**config.mk**
```make
export PLATFORM = sky130hd
export DESIGN_NAME = servo_hand_register_bank_unit
export DESIGN_NICKNAME = d
export VERILOG_FILES = /design/src/rtl/shrb_pkg.sv /design/src/rtl/servo_hand_register_bank_unit.sv
export VERILOG_INCLUDE_DIRS = /design/src /design/src/rtl
export SDC_FILE = /design/constraint.sdc
export NUM_CORES = 1
export LEC_CHECK = 0
export ABC_AREA = 1
export BUFFER_PORTS_ARGS = -buffer_cell sky130_fd_sc_hd__buf_2
export CAP_MARGIN = 15
export CORE_MARGIN = 2
export CORE_UTILIZATION = 58
export CTS_BUF_LIST = sky130_fd_sc_hd__clkbuf_8
export CTS_CLUSTER_SIZE = 12
export DETAILED_ROUTE_END_ITERATION = 6
export PLACE_DENSITY = 0.8
export SYNTH_ARGS = -nofsm -noshare
export SYNTH_HDL_FRONTEND = slang
export SYNTH_SLANG_ARGS = --single-unit
export TNS_END_PERCENT = 20
```
**constraint.sdc**
```tcl
create_clock -name aclk -period 6 [get_ports aclk]
set_input_delay 1.2 -clock aclk [delete_from_list [all_inputs] [get_ports aclk]]
set_output_delay 1.2 -clock aclk [all_outputs]
set_load 0.02 [all_outputs]
```
**src/rtl/servo_hand_register_bank_unit_macros.svh**
```systemverilog
// Assertion macros shared by the RTL of the servo hand register bank.
`ifndef SERVO_HAND_REGISTER_BANK_UNIT_MACROS_SVH
`define SERVO_HAND_REGISTER_BANK_UNIT_MACROS_SVH

`ifndef NO_ASSERTIONS

// Same-cycle implication, checked out of reset.
`define SHRB_ASSERT_IMP(label, clk, rstn, ante, cons) \
    label: assert property (@(posedge clk) disable iff (!(rstn)) (ante) |-> (cons)) \
        else $error("same-cycle check failed");

// Next-cycle implication, checked out of reset.
`define SHRB_ASSERT_NXT(label, clk, rstn, ante, cons) \
    label: assert property (@(posedge clk) disable iff (!(rstn)) (ante) |=> (cons)) \
        else $error("next-cycle check failed");

`else

`define SHRB_ASSERT_IMP(label, clk, rstn, ante, cons)
`define SHRB_ASSERT_NXT(label, clk, rstn, ante, cons)

`endif

`endif

```
**src/rtl/shrb_pkg.sv**
```systemverilog
`timescale 1ns / 1ps

package shrb_pkg;

    typedef enum logic [1:0] {
        CMD_WRITE  = 2'd0,
        CMD_READ   = 2'd1,
        CMD_APPLY  = 2'd2,
        CMD_STATUS = 2'd3
    } cmd_t;

    // input beat payload, last field in the lowest bits
    typedef struct packed {
        logic [15:0] status_value;
        logic [7:0]  param_count;
        logic [7:0]  servo_id;
        logic [9:0]  adc_sample;
        logic [7:0]  write_data;
        logic [15:0] addr;
    } in_item_t;

    typedef struct packed {
        logic       torques_applied;
        logic       reset_request;
        logic       silence_active;
        logic [7:0] read_data;
    } result_t;

    localparam int IN_BITS     = $bits(in_item_t);
    localparam int IN_TDATA_W  = ((IN_BITS + 7) / 8) * 8;
    localparam int OUT_BITS    = $bits(result_t);
    localparam int OUT_TDATA_W = ((OUT_BITS + 7) / 8) * 8;

    localparam logic [15:0] GOAL_BASE     = 16'h0040;
    localparam logic [15:0] TORQUE_BASE   = 16'h0080;
    localparam logic [15:0] POS_BASE      = 16'h0010;
    localparam logic [15:0] POS_TEMP_BASE = 16'h0040;
    localparam logic [15:0] RESET_ADDR    = 16'h0100;
    localparam logic [15:0] SILENCE_ADDR  = 16'h0101;
    localparam logic [15:0] ADC_ADDR      = 16'h0100;
    localparam logic [15:0] MODEL_LO_ADDR = 16'h0000;
    localparam logic [15:0] MODEL_HI_ADDR = 16'h0001;
    localparam logic [15:0] VERSION_ADDR  = 16'h0006;

    localparam logic [7:0] KEY_SET      = 8'hAB;
    localparam logic [7:0] KEY_CLEAR    = 8'hAC;
    localparam logic [7:0] MODEL_LO_VAL = 8'hFA;
    localparam logic [7:0] MODEL_HI_VAL = 8'hFB;
    localparam logic [7:0] VERSION_VAL  = 8'h01;
    localparam logic [7:0] UNMAPPED_VAL = 8'hFF;

    localparam logic [15:0] GOAL_RESET = 16'd2048;

    // floor(x/3) = (x*43) >> 7 holds for every x below 128
    localparam logic [6:0] DIV3_MUL   = 7'd43;
    localparam int         DIV3_SHIFT = 7;

endpackage

```
**src/rtl/servo_hand_register_bank_unit.sv**
```systemverilog
`timescale 1ns / 1ps
//  channel | direction | tdata (low bit up)                         | tuser
//  --------+-----------+--------------------------------------------+----------
//  s_      | in        | addr, write_data, adc_sample, servo_id,    | cmd
//          |           | param_count, status_value, zero pad to 72  |
//  m_      | out       | read_data, silence_active, reset_request,  | -
//          |           | torques_applied, zero pad to 16            |
//
//  One beat in and one beat out per cycle while m_tready is high; beats pass the
//  input register, then decode and register update into the result register.
//  Each result is a single decode pass over flop-based register arrays.
//  aresetn (synchronous) loads the bank and flags: goals to 2048, rest zero.
//  m_tready low holds the result; the input register still takes one more
//  beat, then s_tready drops until the result drains.
`include "servo_hand_register_bank_unit_macros.svh"

module servo_hand_register_bank_unit #(
    parameter int NUM_SERVOS = 16
) (
    input  logic                                aclk,
    input  logic                                aresetn,
    input  logic                                s_tvalid,
    output logic                                s_tready,
    // addr[15:0], write_data[23:16], adc_sample[33:24], servo_id[41:34],
    // param_count[49:42], status_value[65:50], zero above
    input  logic [shrb_pkg::IN_TDATA_W-1:0]     s_tdata,
    // cmd[1:0]
    input  logic [1:0]                          s_tuser,
    output logic                                m_tvalid,
    input  logic                                m_tready,
    // read_data[7:0], silence_active[8], reset_request[9], torques_applied[10]
    output logic [shrb_pkg::OUT_TDATA_W-1:0]    m_tdata
);

    localparam int IDX_W = (NUM_SERVOS > 1) ? $clog2(NUM_SERVOS) : 1;
    localparam logic [15:0] GOAL_END   = 16'(shrb_pkg::GOAL_BASE + 2 * NUM_SERVOS);
    localparam logic [15:0] TORQUE_END = 16'(shrb_pkg::TORQUE_BASE + 2 * NUM_SERVOS);
    localparam logic [15:0] POS_END    = 16'(shrb_pkg::POS_BASE + 2 * NUM_SERVOS);
    localparam logic [15:0] PT_END     = 16'(shrb_pkg::POS_TEMP_BASE + 3 * NUM_SERVOS);
    localparam logic [7:0]  ID_MAX     = 8'(NUM_SERVOS);

    // input register
    logic                  in_valid_reg;
    shrb_pkg::in_item_t    in_item_reg;
    shrb_pkg::cmd_t        in_cmd_reg;

    // result register
    logic                  m_tvalid_reg;
    shrb_pkg::result_t     result_reg;
    shrb_pkg::result_t     result_next;

    // register bank
    logic [15:0] goal_pos_reg   [NUM_SERVOS];
    logic [15:0] goal_pos_next  [NUM_SERVOS];
    logic [7:0]  goal_low_reg   [NUM_SERVOS];
    logic [7:0]  goal_low_next  [NUM_SERVOS];
    logic [15:0] tq_shadow_reg  [NUM_SERVOS];
    logic [15:0] tq_shadow_next [NUM_SERVOS];
    logic [15:0] tq_active_reg  [NUM_SERVOS];
    logic [15:0] tq_active_next [NUM_SERVOS];
    logic [15:0] fb_pos_reg     [NUM_SERVOS];
    logic [15:0] fb_pos_next    [NUM_SERVOS];
    logic [7:0]  temp_reg       [NUM_SERVOS];
    logic [7:0]  temp_next      [NUM_SERVOS];
    logic        tq_pending_reg;
    logic        tq_pending_next;
    logic [15:0] adc_latch_reg;
    logic [15:0] adc_latch_next;
    logic        silence_reg;
    logic        silence_next;

    logic advance;

    // address decode
    logic [15:0]      addr;
    logic [15:0]      goal_off;
    logic [15:0]      tq_off;
    logic [15:0]      pos_off;
    logic [15:0]      pt_off;
    logic             goal_hit;
    logic             tq_hit;
    logic             pos_hit;
    logic             pt_hit;
    logic [IDX_W-1:0] goal_idx;
    logic [IDX_W-1:0] tq_idx;
    logic [IDX_W-1:0] pos_idx;
    logic [5:0]       pt_off6;
    logic [12:0]      pt_prod;
    logic [4:0]       pt_k;
    logic [5:0]       pt_rem;
    logic [IDX_W-1:0] pt_idx;
    logic [7:0]       id_m1;
    logic [IDX_W-1:0] sts_idx;
    logic             sts_id_ok;

    assign advance  = in_valid_reg && (!m_tvalid_reg || m_tready);
    assign s_tready = !in_valid_reg || advance;
    assign m_tvalid = m_tvalid_reg;
    assign m_tdata  = {(shrb_pkg::OUT_TDATA_W - shrb_pkg::OUT_BITS)'(0), result_reg};

    assign addr     = in_item_reg.addr;
    assign goal_off = addr - shrb_pkg::GOAL_BASE;
    assign tq_off   = addr - shrb_pkg::TORQUE_BASE;
    assign pos_off  = addr - shrb_pkg::POS_BASE;
    assign pt_off   = addr - shrb_pkg::POS_TEMP_BASE;
    assign goal_hit = (addr >= shrb_pkg::GOAL_BASE) && (addr < GOAL_END);
    assign tq_hit   = (addr >= shrb_pkg::TORQUE_BASE) && (addr < TORQUE_END);
    assign pos_hit  = (addr >= shrb_pkg::POS_BASE) && (addr < POS_END);
    assign pt_hit   = (addr >= shrb_pkg::POS_TEMP_BASE) && (addr < PT_END);
    assign goal_idx = goal_off[IDX_W:1];
    assign tq_idx   = tq_off[IDX_W:1];
    assign pos_idx  = pos_off[IDX_W:1];

    // 3-byte window: offset stays below 48, so divide by 3 via reciprocal
    assign pt_off6  = pt_off[5:0];
    assign pt_prod  = 13'(pt_off6) * 13'(shrb_pkg::DIV3_MUL);
    assign pt_k     = pt_prod[shrb_pkg::DIV3_SHIFT +: 5];
    assign pt_rem   = pt_off6 - 6'({pt_k, 1'b0} + {1'b0, pt_k});
    assign pt_idx   = pt_k[IDX_W-1:0];

    assign id_m1     = in_item_reg.servo_id - 8'd1;
    assign sts_idx   = id_m1[IDX_W-1:0];
    assign sts_id_ok = (in_item_reg.servo_id != 8'd0) && (in_item_reg.servo_id <= ID_MAX);

    always_comb begin
        goal_pos_next   = goal_pos_reg;
        goal_low_next   = goal_low_reg;
        tq_shadow_next  = tq_shadow_reg;
        tq_active_next  = tq_active_reg;
        fb_pos_next     = fb_pos_reg;
        temp_next       = temp_reg;
        tq_pending_next = tq_pending_reg;
        adc_latch_next  = adc_latch_reg;
        silence_next    = silence_reg;
        result_next     = '0;

        case (in_cmd_reg)
            shrb_pkg::CMD_WRITE: begin
                if (goal_hit) begin
                    if (addr[0]) begin
                        goal_pos_next[goal_idx] = {in_item_reg.write_data,
                                                   goal_low_reg[goal_idx]};
                    end else begin
                        goal_low_next[goal_idx] = in_item_reg.write_data;
                    end
                end
                if (tq_hit) begin
                    if (addr[0]) begin
                        tq_shadow_next[tq_idx][15:8] = in_item_reg.write_data;
                    end else begin
                        tq_shadow_next[tq_idx][7:0] = in_item_reg.write_data;
                    end
                    tq_pending_next = 1'b1;
                end
                if (addr == shrb_pkg::RESET_ADDR
                        && in_item_reg.write_data == shrb_pkg::KEY_SET) begin
                    result_next.reset_request = 1'b1;
                end
                if (addr == shrb_pkg::SILENCE_ADDR
                        && in_item_reg.write_data == shrb_pkg::KEY_SET) begin
                    silence_next = 1'b1;
                end
                if (addr == shrb_pkg::SILENCE_ADDR
                        && in_item_reg.write_data == shrb_pkg::KEY_CLEAR) begin
                    silence_next = 1'b0;
                end
            end
            shrb_pkg::CMD_READ: begin
                // priority follows the read map order
                if (addr == shrb_pkg::MODEL_LO_ADDR) begin
                    result_next.read_data = shrb_pkg::MODEL_LO_VAL;
                end else if (addr == shrb_pkg::MODEL_HI_ADDR) begin
                    result_next.read_data = shrb_pkg::MODEL_HI_VAL;
                end else if (addr == shrb_pkg::VERSION_ADDR) begin
                    result_next.read_data = shrb_pkg::VERSION_VAL;
                end else if (pos_hit) begin
                    result_next.read_data = addr[0] ? fb_pos_reg[pos_idx][15:8]
                                                    : fb_pos_reg[pos_idx][7:0];
                end else if (pt_hit) begin
                    if (pt_rem == 6'd0) begin
                        result_next.read_data = fb_pos_reg[pt_idx][7:0];
                    end else if (pt_rem == 6'd1) begin
                        result_next.read_data = fb_pos_reg[pt_idx][15:8];
                    end else begin
                        result_next.read_data = temp_reg[pt_idx];
                    end
                end else if (addr == shrb_pkg::ADC_ADDR || addr == POS_END
                             || addr == PT_END) begin
                    adc_latch_next        = {6'd0, in_item_reg.adc_sample};
                    result_next.read_data = in_item_reg.adc_sample[7:0];
                end else if (addr == shrb_pkg::ADC_ADDR + 16'd1 || addr == POS_END + 16'd1
                             || addr == PT_END + 16'd1) begin
                    result_next.read_data = adc_latch_reg[15:8];
                end else begin
                    result_next.read_data = shrb_pkg::UNMAPPED_VAL;
                end
            end
            shrb_pkg::CMD_APPLY: begin
                if (tq_pending_reg) begin
                    tq_active_next              = tq_shadow_reg;
                    result_next.torques_applied = 1'b1;
                end
                tq_pending_next = 1'b0;
            end
            shrb_pkg::CMD_STATUS: begin
                if (sts_id_ok) begin
                    if (in_item_reg.param_count == 8'd1) begin
                        temp_next[sts_idx] = in_item_reg.status_value[7:0];
                    end else if (in_item_reg.param_count == 8'd2) begin
                        fb_pos_next[sts_idx] = in_item_reg.status_value;
                    end
                end
            end
            default: begin
                result_next = '0;
            end
        endcase

        result_next.silence_active = silence_next;
    end

    always_ff @(posedge aclk) begin
        if (!aresetn) begin
            in_valid_reg   <= 1'b0;
            m_tvalid_reg   <= 1'b0;
            tq_pending_reg <= 1'b0;
            adc_latch_reg  <= '0;
            silence_reg    <= 1'b0;
            for (int i = 0; i < NUM_SERVOS; i++) begin
                goal_pos_reg[i]  <= shrb_pkg::GOAL_RESET;
                goal_low_reg[i]  <= '0;
                tq_shadow_reg[i] <= '0;
                tq_active_reg[i] <= '0;
                fb_pos_reg[i]    <= '0;
                temp_reg[i]      <= '0;
            end
        end else begin
            if (s_tready) begin
                in_valid_reg <= s_tvalid;
            end
            if (advance) begin
                m_tvalid_reg   <= 1'b1;
                goal_pos_reg   <= goal_pos_next;
                goal_low_reg   <= goal_low_next;
                tq_shadow_reg  <= tq_shadow_next;
                tq_active_reg  <= tq_active_next;
                fb_pos_reg     <= fb_pos_next;
                temp_reg       <= temp_next;
                tq_pending_reg <= tq_pending_next;
                adc_latch_reg  <= adc_latch_next;
                silence_reg    <= silence_next;
            end else if (m_tready) begin
                m_tvalid_reg <= 1'b0;
            end
        end
    end

    always_ff @(posedge aclk) begin
        if (s_tready && s_tvalid) begin
            in_item_reg <= shrb_pkg::in_item_t'(s_tdata[shrb_pkg::IN_BITS-1:0]);
            in_cmd_reg  <= shrb_pkg::cmd_t'(s_tuser);
        end
        if (advance) begin
            result_reg <= result_next;
        end
    end

    `SHRB_ASSERT_IMP(a_stall_holds_input, aclk, aresetn, !s_tready, in_valid_reg)
    `SHRB_ASSERT_NXT(a_advance_fills_out, aclk, aresetn, advance, m_tvalid_reg)
    `SHRB_ASSERT_NXT(a_apply_clears_pend, aclk, aresetn, advance && in_cmd_reg == shrb_pkg::CMD_APPLY, !tq_pending_reg)
    `SHRB_ASSERT_IMP(a_flags_exclusive, aclk, aresetn, m_tvalid_reg, !(result_reg.reset_request && result_reg.torques_applied))

endmodule
```
==> results.md <==
Run status:
- The run finished with clean final reports.

Global route:
- The initial antenna violation count came to 0.
- The global routing usage summed across all routing layers is 34.72%.
- The largest net degree at the start of global routing is 162.
- The total overflow left after global routing is 0.
- The via count of the first global-routing pass is 21.62k.
- The wire length of the first global-routing pass is 114,800 um.

Yosys:
- In the synthesized netlist, mux cells make up 0% of the area.
- The synthesized-area fraction occupied by ao, oa, aoi and oai cells is 28.83%.
- Yosys mapped a number of flops with a built-in enable equal to 79.
- The most common cell in the netlist is sky130_fd_sc_hd__o21ai_0.
- The area share of the largest cell type after synthesis is 33.24%.
- Synthesis inferred 469 register bits.
- By area, the combinational part of the netlist is dominated by compound AO/OA/AOI/OAI gates.
- For this run, the leading register cell type out of synthesis is sky130_fd_sc_hd__dfxtp_1.
- Counting flops with an async set or reset pin after synthesis yields a share of 0%.
- The number of different library cells used by synthesis comes to 47.
- A synthesized cell averages 7.316 sq um.
- The area fraction in and, or, nand and nor cells after synthesis is 15.18%.
- The commonest cells after synthesis are sky130_fd_sc_hd__o21ai_0, sky130_fd_sc_hd__a21oi_1, sky130_fd_sc_hd__nand2_1, sky130_fd_sc_hd__dfxtp_1, sky130_fd_sc_hd__inv_1.
- The adder and majority gate portion of the synthesized area is 2.664%.
- The biggest area contributor in the post-synthesis netlist is sky130_fd_sc_hd__dfxtp_1.
- The mapped netlist covers 23,490 sq um.
- For this run, the number of Yosys warnings is 0.
- After synthesis, the cell types taking the most area are sky130_fd_sc_hd__dfxtp_1, sky130_fd_sc_hd__o21ai_0, sky130_fd_sc_hd__a21oi_1.
- In the synthesized netlist, the number of instances is 3,210.
- The share of the synthesized netlist area taken by xor and xnor gates is 0.3250%.
- The share of the yosys chip area belonging to registers is 43.35%.

Job:
- Max-cap violations in this run came to 0.

Power:
- For this design the static power due to leakage is 10.23 nW.
- The design draws 9.661 mW.
- Power spread over the standard cell area amounts to 376.3 nW/um^2.
- The peak supply drop is 0.0003136 V.

Routing:
- The via total after detailed routing is 23.36k.
- The number of nets with antenna violations after detailed routing is 0.
- The first detailed-routing pass took 6 iterations.
- In the final routed layout, each cell accounts on average for 19.68 um.
- After detailed routing, the total wire length is 73,810 um.
- For this run, design rule violations remaining after detail routing come to 0.
- The per-cell via count in the routed design is 6.228.
- The violation count after the first detailed-route iteration is 2,937.

Die:
- Once the floorplan was initialized, standard cells occupied 58.97% of the core.
- The width of the die is 205.2 um.
- The total area inside the core boundary comes to 39,820 sq um.
- The number of placed I/O pins is 96.
- The initialized floorplan defines 73 standard-cell rows.
- The floorplan step set the die height to 205.2 um.
- The die area is 42,120 sq um.

CTS:
- The TritonCTS clock tree is done.
- In this run, CTS created clock tree buffers numbering 77.
- The clock reaches the later pin of the worst-skew pair after 0.65 ns.
- The clock sink count is 469.
- The H-tree depth is 3.
- In this run, post-CTS hold repair placed 0 buffers.
- The worst-case clock buffer depth is 3.
- After clock tree synthesis, the clock-pin slew on the worst setup and hold paths is 0.06 ns.
- The master cell of the clock root buffer is sky130_fd_sc_hd__clkbuf_8.

STA:
- The max-slew violation count is 0.
- The number of setup violations in the final report is 0.
- Setup repair after global routing could not meet its margin everywhere.
- In this run the tightest slew margin relative to its limit is 24.33%.
- After layout, the worst path uses 95.74% of the clock period.
- Derived from the worst setup path, the maximum achievable clock frequency is 0.1741 GHz.
- The time the final worst path needs with I/O delays and setup is 5.744 ns.
- The number of hold violations in the final report is 0.
- Adding up every negative setup slack in the final design gives 0 ns.
- For the pin with the worst max-slew slack, the measured transition is 1.131 ns.
- The setup skew after layout is 0.02805 ns.

Setup path:
- The delay of the slowest cell on the worst path is 0.49 ns.
- The master of the slowest instance on the critical path is sky130_fd_sc_hd__fa_1.
- The setup path with the least slack is of type reg2reg.
- In this design, the largest share of critical-path delay is due to adder cells.
- Together, buffers and inverters on the worst path number 6.
- Data on the critical path is required at its endpoint by 6.38 ns.
- The kind of end point of the critical path is a flop.
- At the worst endpoint, the arrival time is 6.12 ns.
- The type of origin of the critical path is a flop.
- The highest fanout seen on the critical path is 7.

Cells and area:
- Of the cells placed in the final design, the portion with a size suffix greater than 1 is 9.671%.
- The final net count is 3,295.
- The total area of sequential cells is 10,180 sq um.
- The antenna diode count is 0.
- Compared with the post-synthesis result, the final layout area differs by 9.323%.
- The register with the most flip-flops in the layout has 256 of them.
- The count of fill cells added during filler insertion is 3,374.
- The area used by multi-input combinational logic is 11,170 sq um.

Placement:
- The number of buffers added on ports is 84.
- The routability-driven placement congestion ratio is 0.9716.
- Detailed placement ended at an HPWL of 43,900 um.

Hold path:
- The worst hold path belongs to the class reg2reg.
## final cells by class
class,count,area share (%)
Multi-Input combinational cell,2186,43.51
Sequential cell,469,39.65
Clock buffer,91,4.878
Timing Repair Buffer,154,4.245
Inverter,282,4.123
Tap cell,525,2.558
Clock inverter,44,1.038
## report_power, final
part	switching [mW]	internal, mW	leakage (nW)
logic	2.54	1.06	5.43
clock network	1.30	1.50	0.888
registers	0.0194	3.24	3.91
## kinds of logic (layout without fill, tap and decap cells)
family / after synthesis / after routing
AOI/OAI and AO/OA: 1283 / 1283
xor gates and xnor gates: 7 / 7
adders and majority gates: 47 / 47
buffers and inverters: 559 / 571
DFF: 469 / 469
other: 1 / 5
and+or+nand+nor: 844 / 844
## routing by layer
layer | track usage, % | vias to the layer above | part of all wire [%]
li1 | - | 10890 | -
met1 | 44.29 | 10760 | 39
met2 | 52.86 | 1411 | 43
met4 | 22.30 | 0 | 6.3
met5 | 0 | - | 0
met3 | 8.267 | 297 | 11
## layout by cell type, fill, tap and decap left out, types with 83 or more instances in the layout
cell,Yosys,final
sky130_fd_sc_hd__nand3_1,189,189
sky130_fd_sc_hd__nand2_1,438,436
sky130_fd_sc_hd__nor2_1,154,136
sky130_fd_sc_hd__a21oi_1,524,523
sky130_fd_sc_hd__o21ai_0,623,622
sky130_fd_sc_hd__inv_1,275,304
sky130_fd_sc_hd__buf_2,75,83
sky130_fd_sc_hd__clkbuf_8,0,92
sky130_fd_sc_hd__o211ai_1,101,101
sky130_fd_sc_hd__dfxtp_1,390,390
## timing repair
item                       4_1_cts  5_1_grt
buffers inserted                 4        5
pin swaps                        1        1
setup endpoints to repair        1        8
resized for setup                0        8
## path summary, 6_finish.rpt
path	from	end	slack, ns	cells after the start
min reg2reg	adc_latch_reg[9]	adc_latch_reg[9]	0.50	2
max	addr[3]	m_tdata[7]	0.26	30
min	adc_latch_reg[9]	adc_latch_reg[9]	0.50	2
max reg2reg	addr[3]	m_tdata[7]	0.26	30
## through the flow
step	hold slack [ns]	std cells	area [sq um]	worst slack (ns)	utilization, %
floorplan	0.4528	3214	23500	0.06827	-
global placement	0.4632	3604	23970	0.1404	60.18
detailed placement	0.4880	3604	23970	-0.04357	60.18
CTS	0.4962	3743	25510	0.09035	64.07
global route	0.5263	3751	25670	-0.07682	64.47
finish	0.4976	3751	25670	0.2556	64.47
## tightest hold or removal path, delay by kind of cell, from the launching register on
kind | cells | cell delay [ns]
compound gates | 1 | 0.05
flops | 1 | 0.31
simple gates | 1 | 0.10
(Power assumes the default switching activity.)
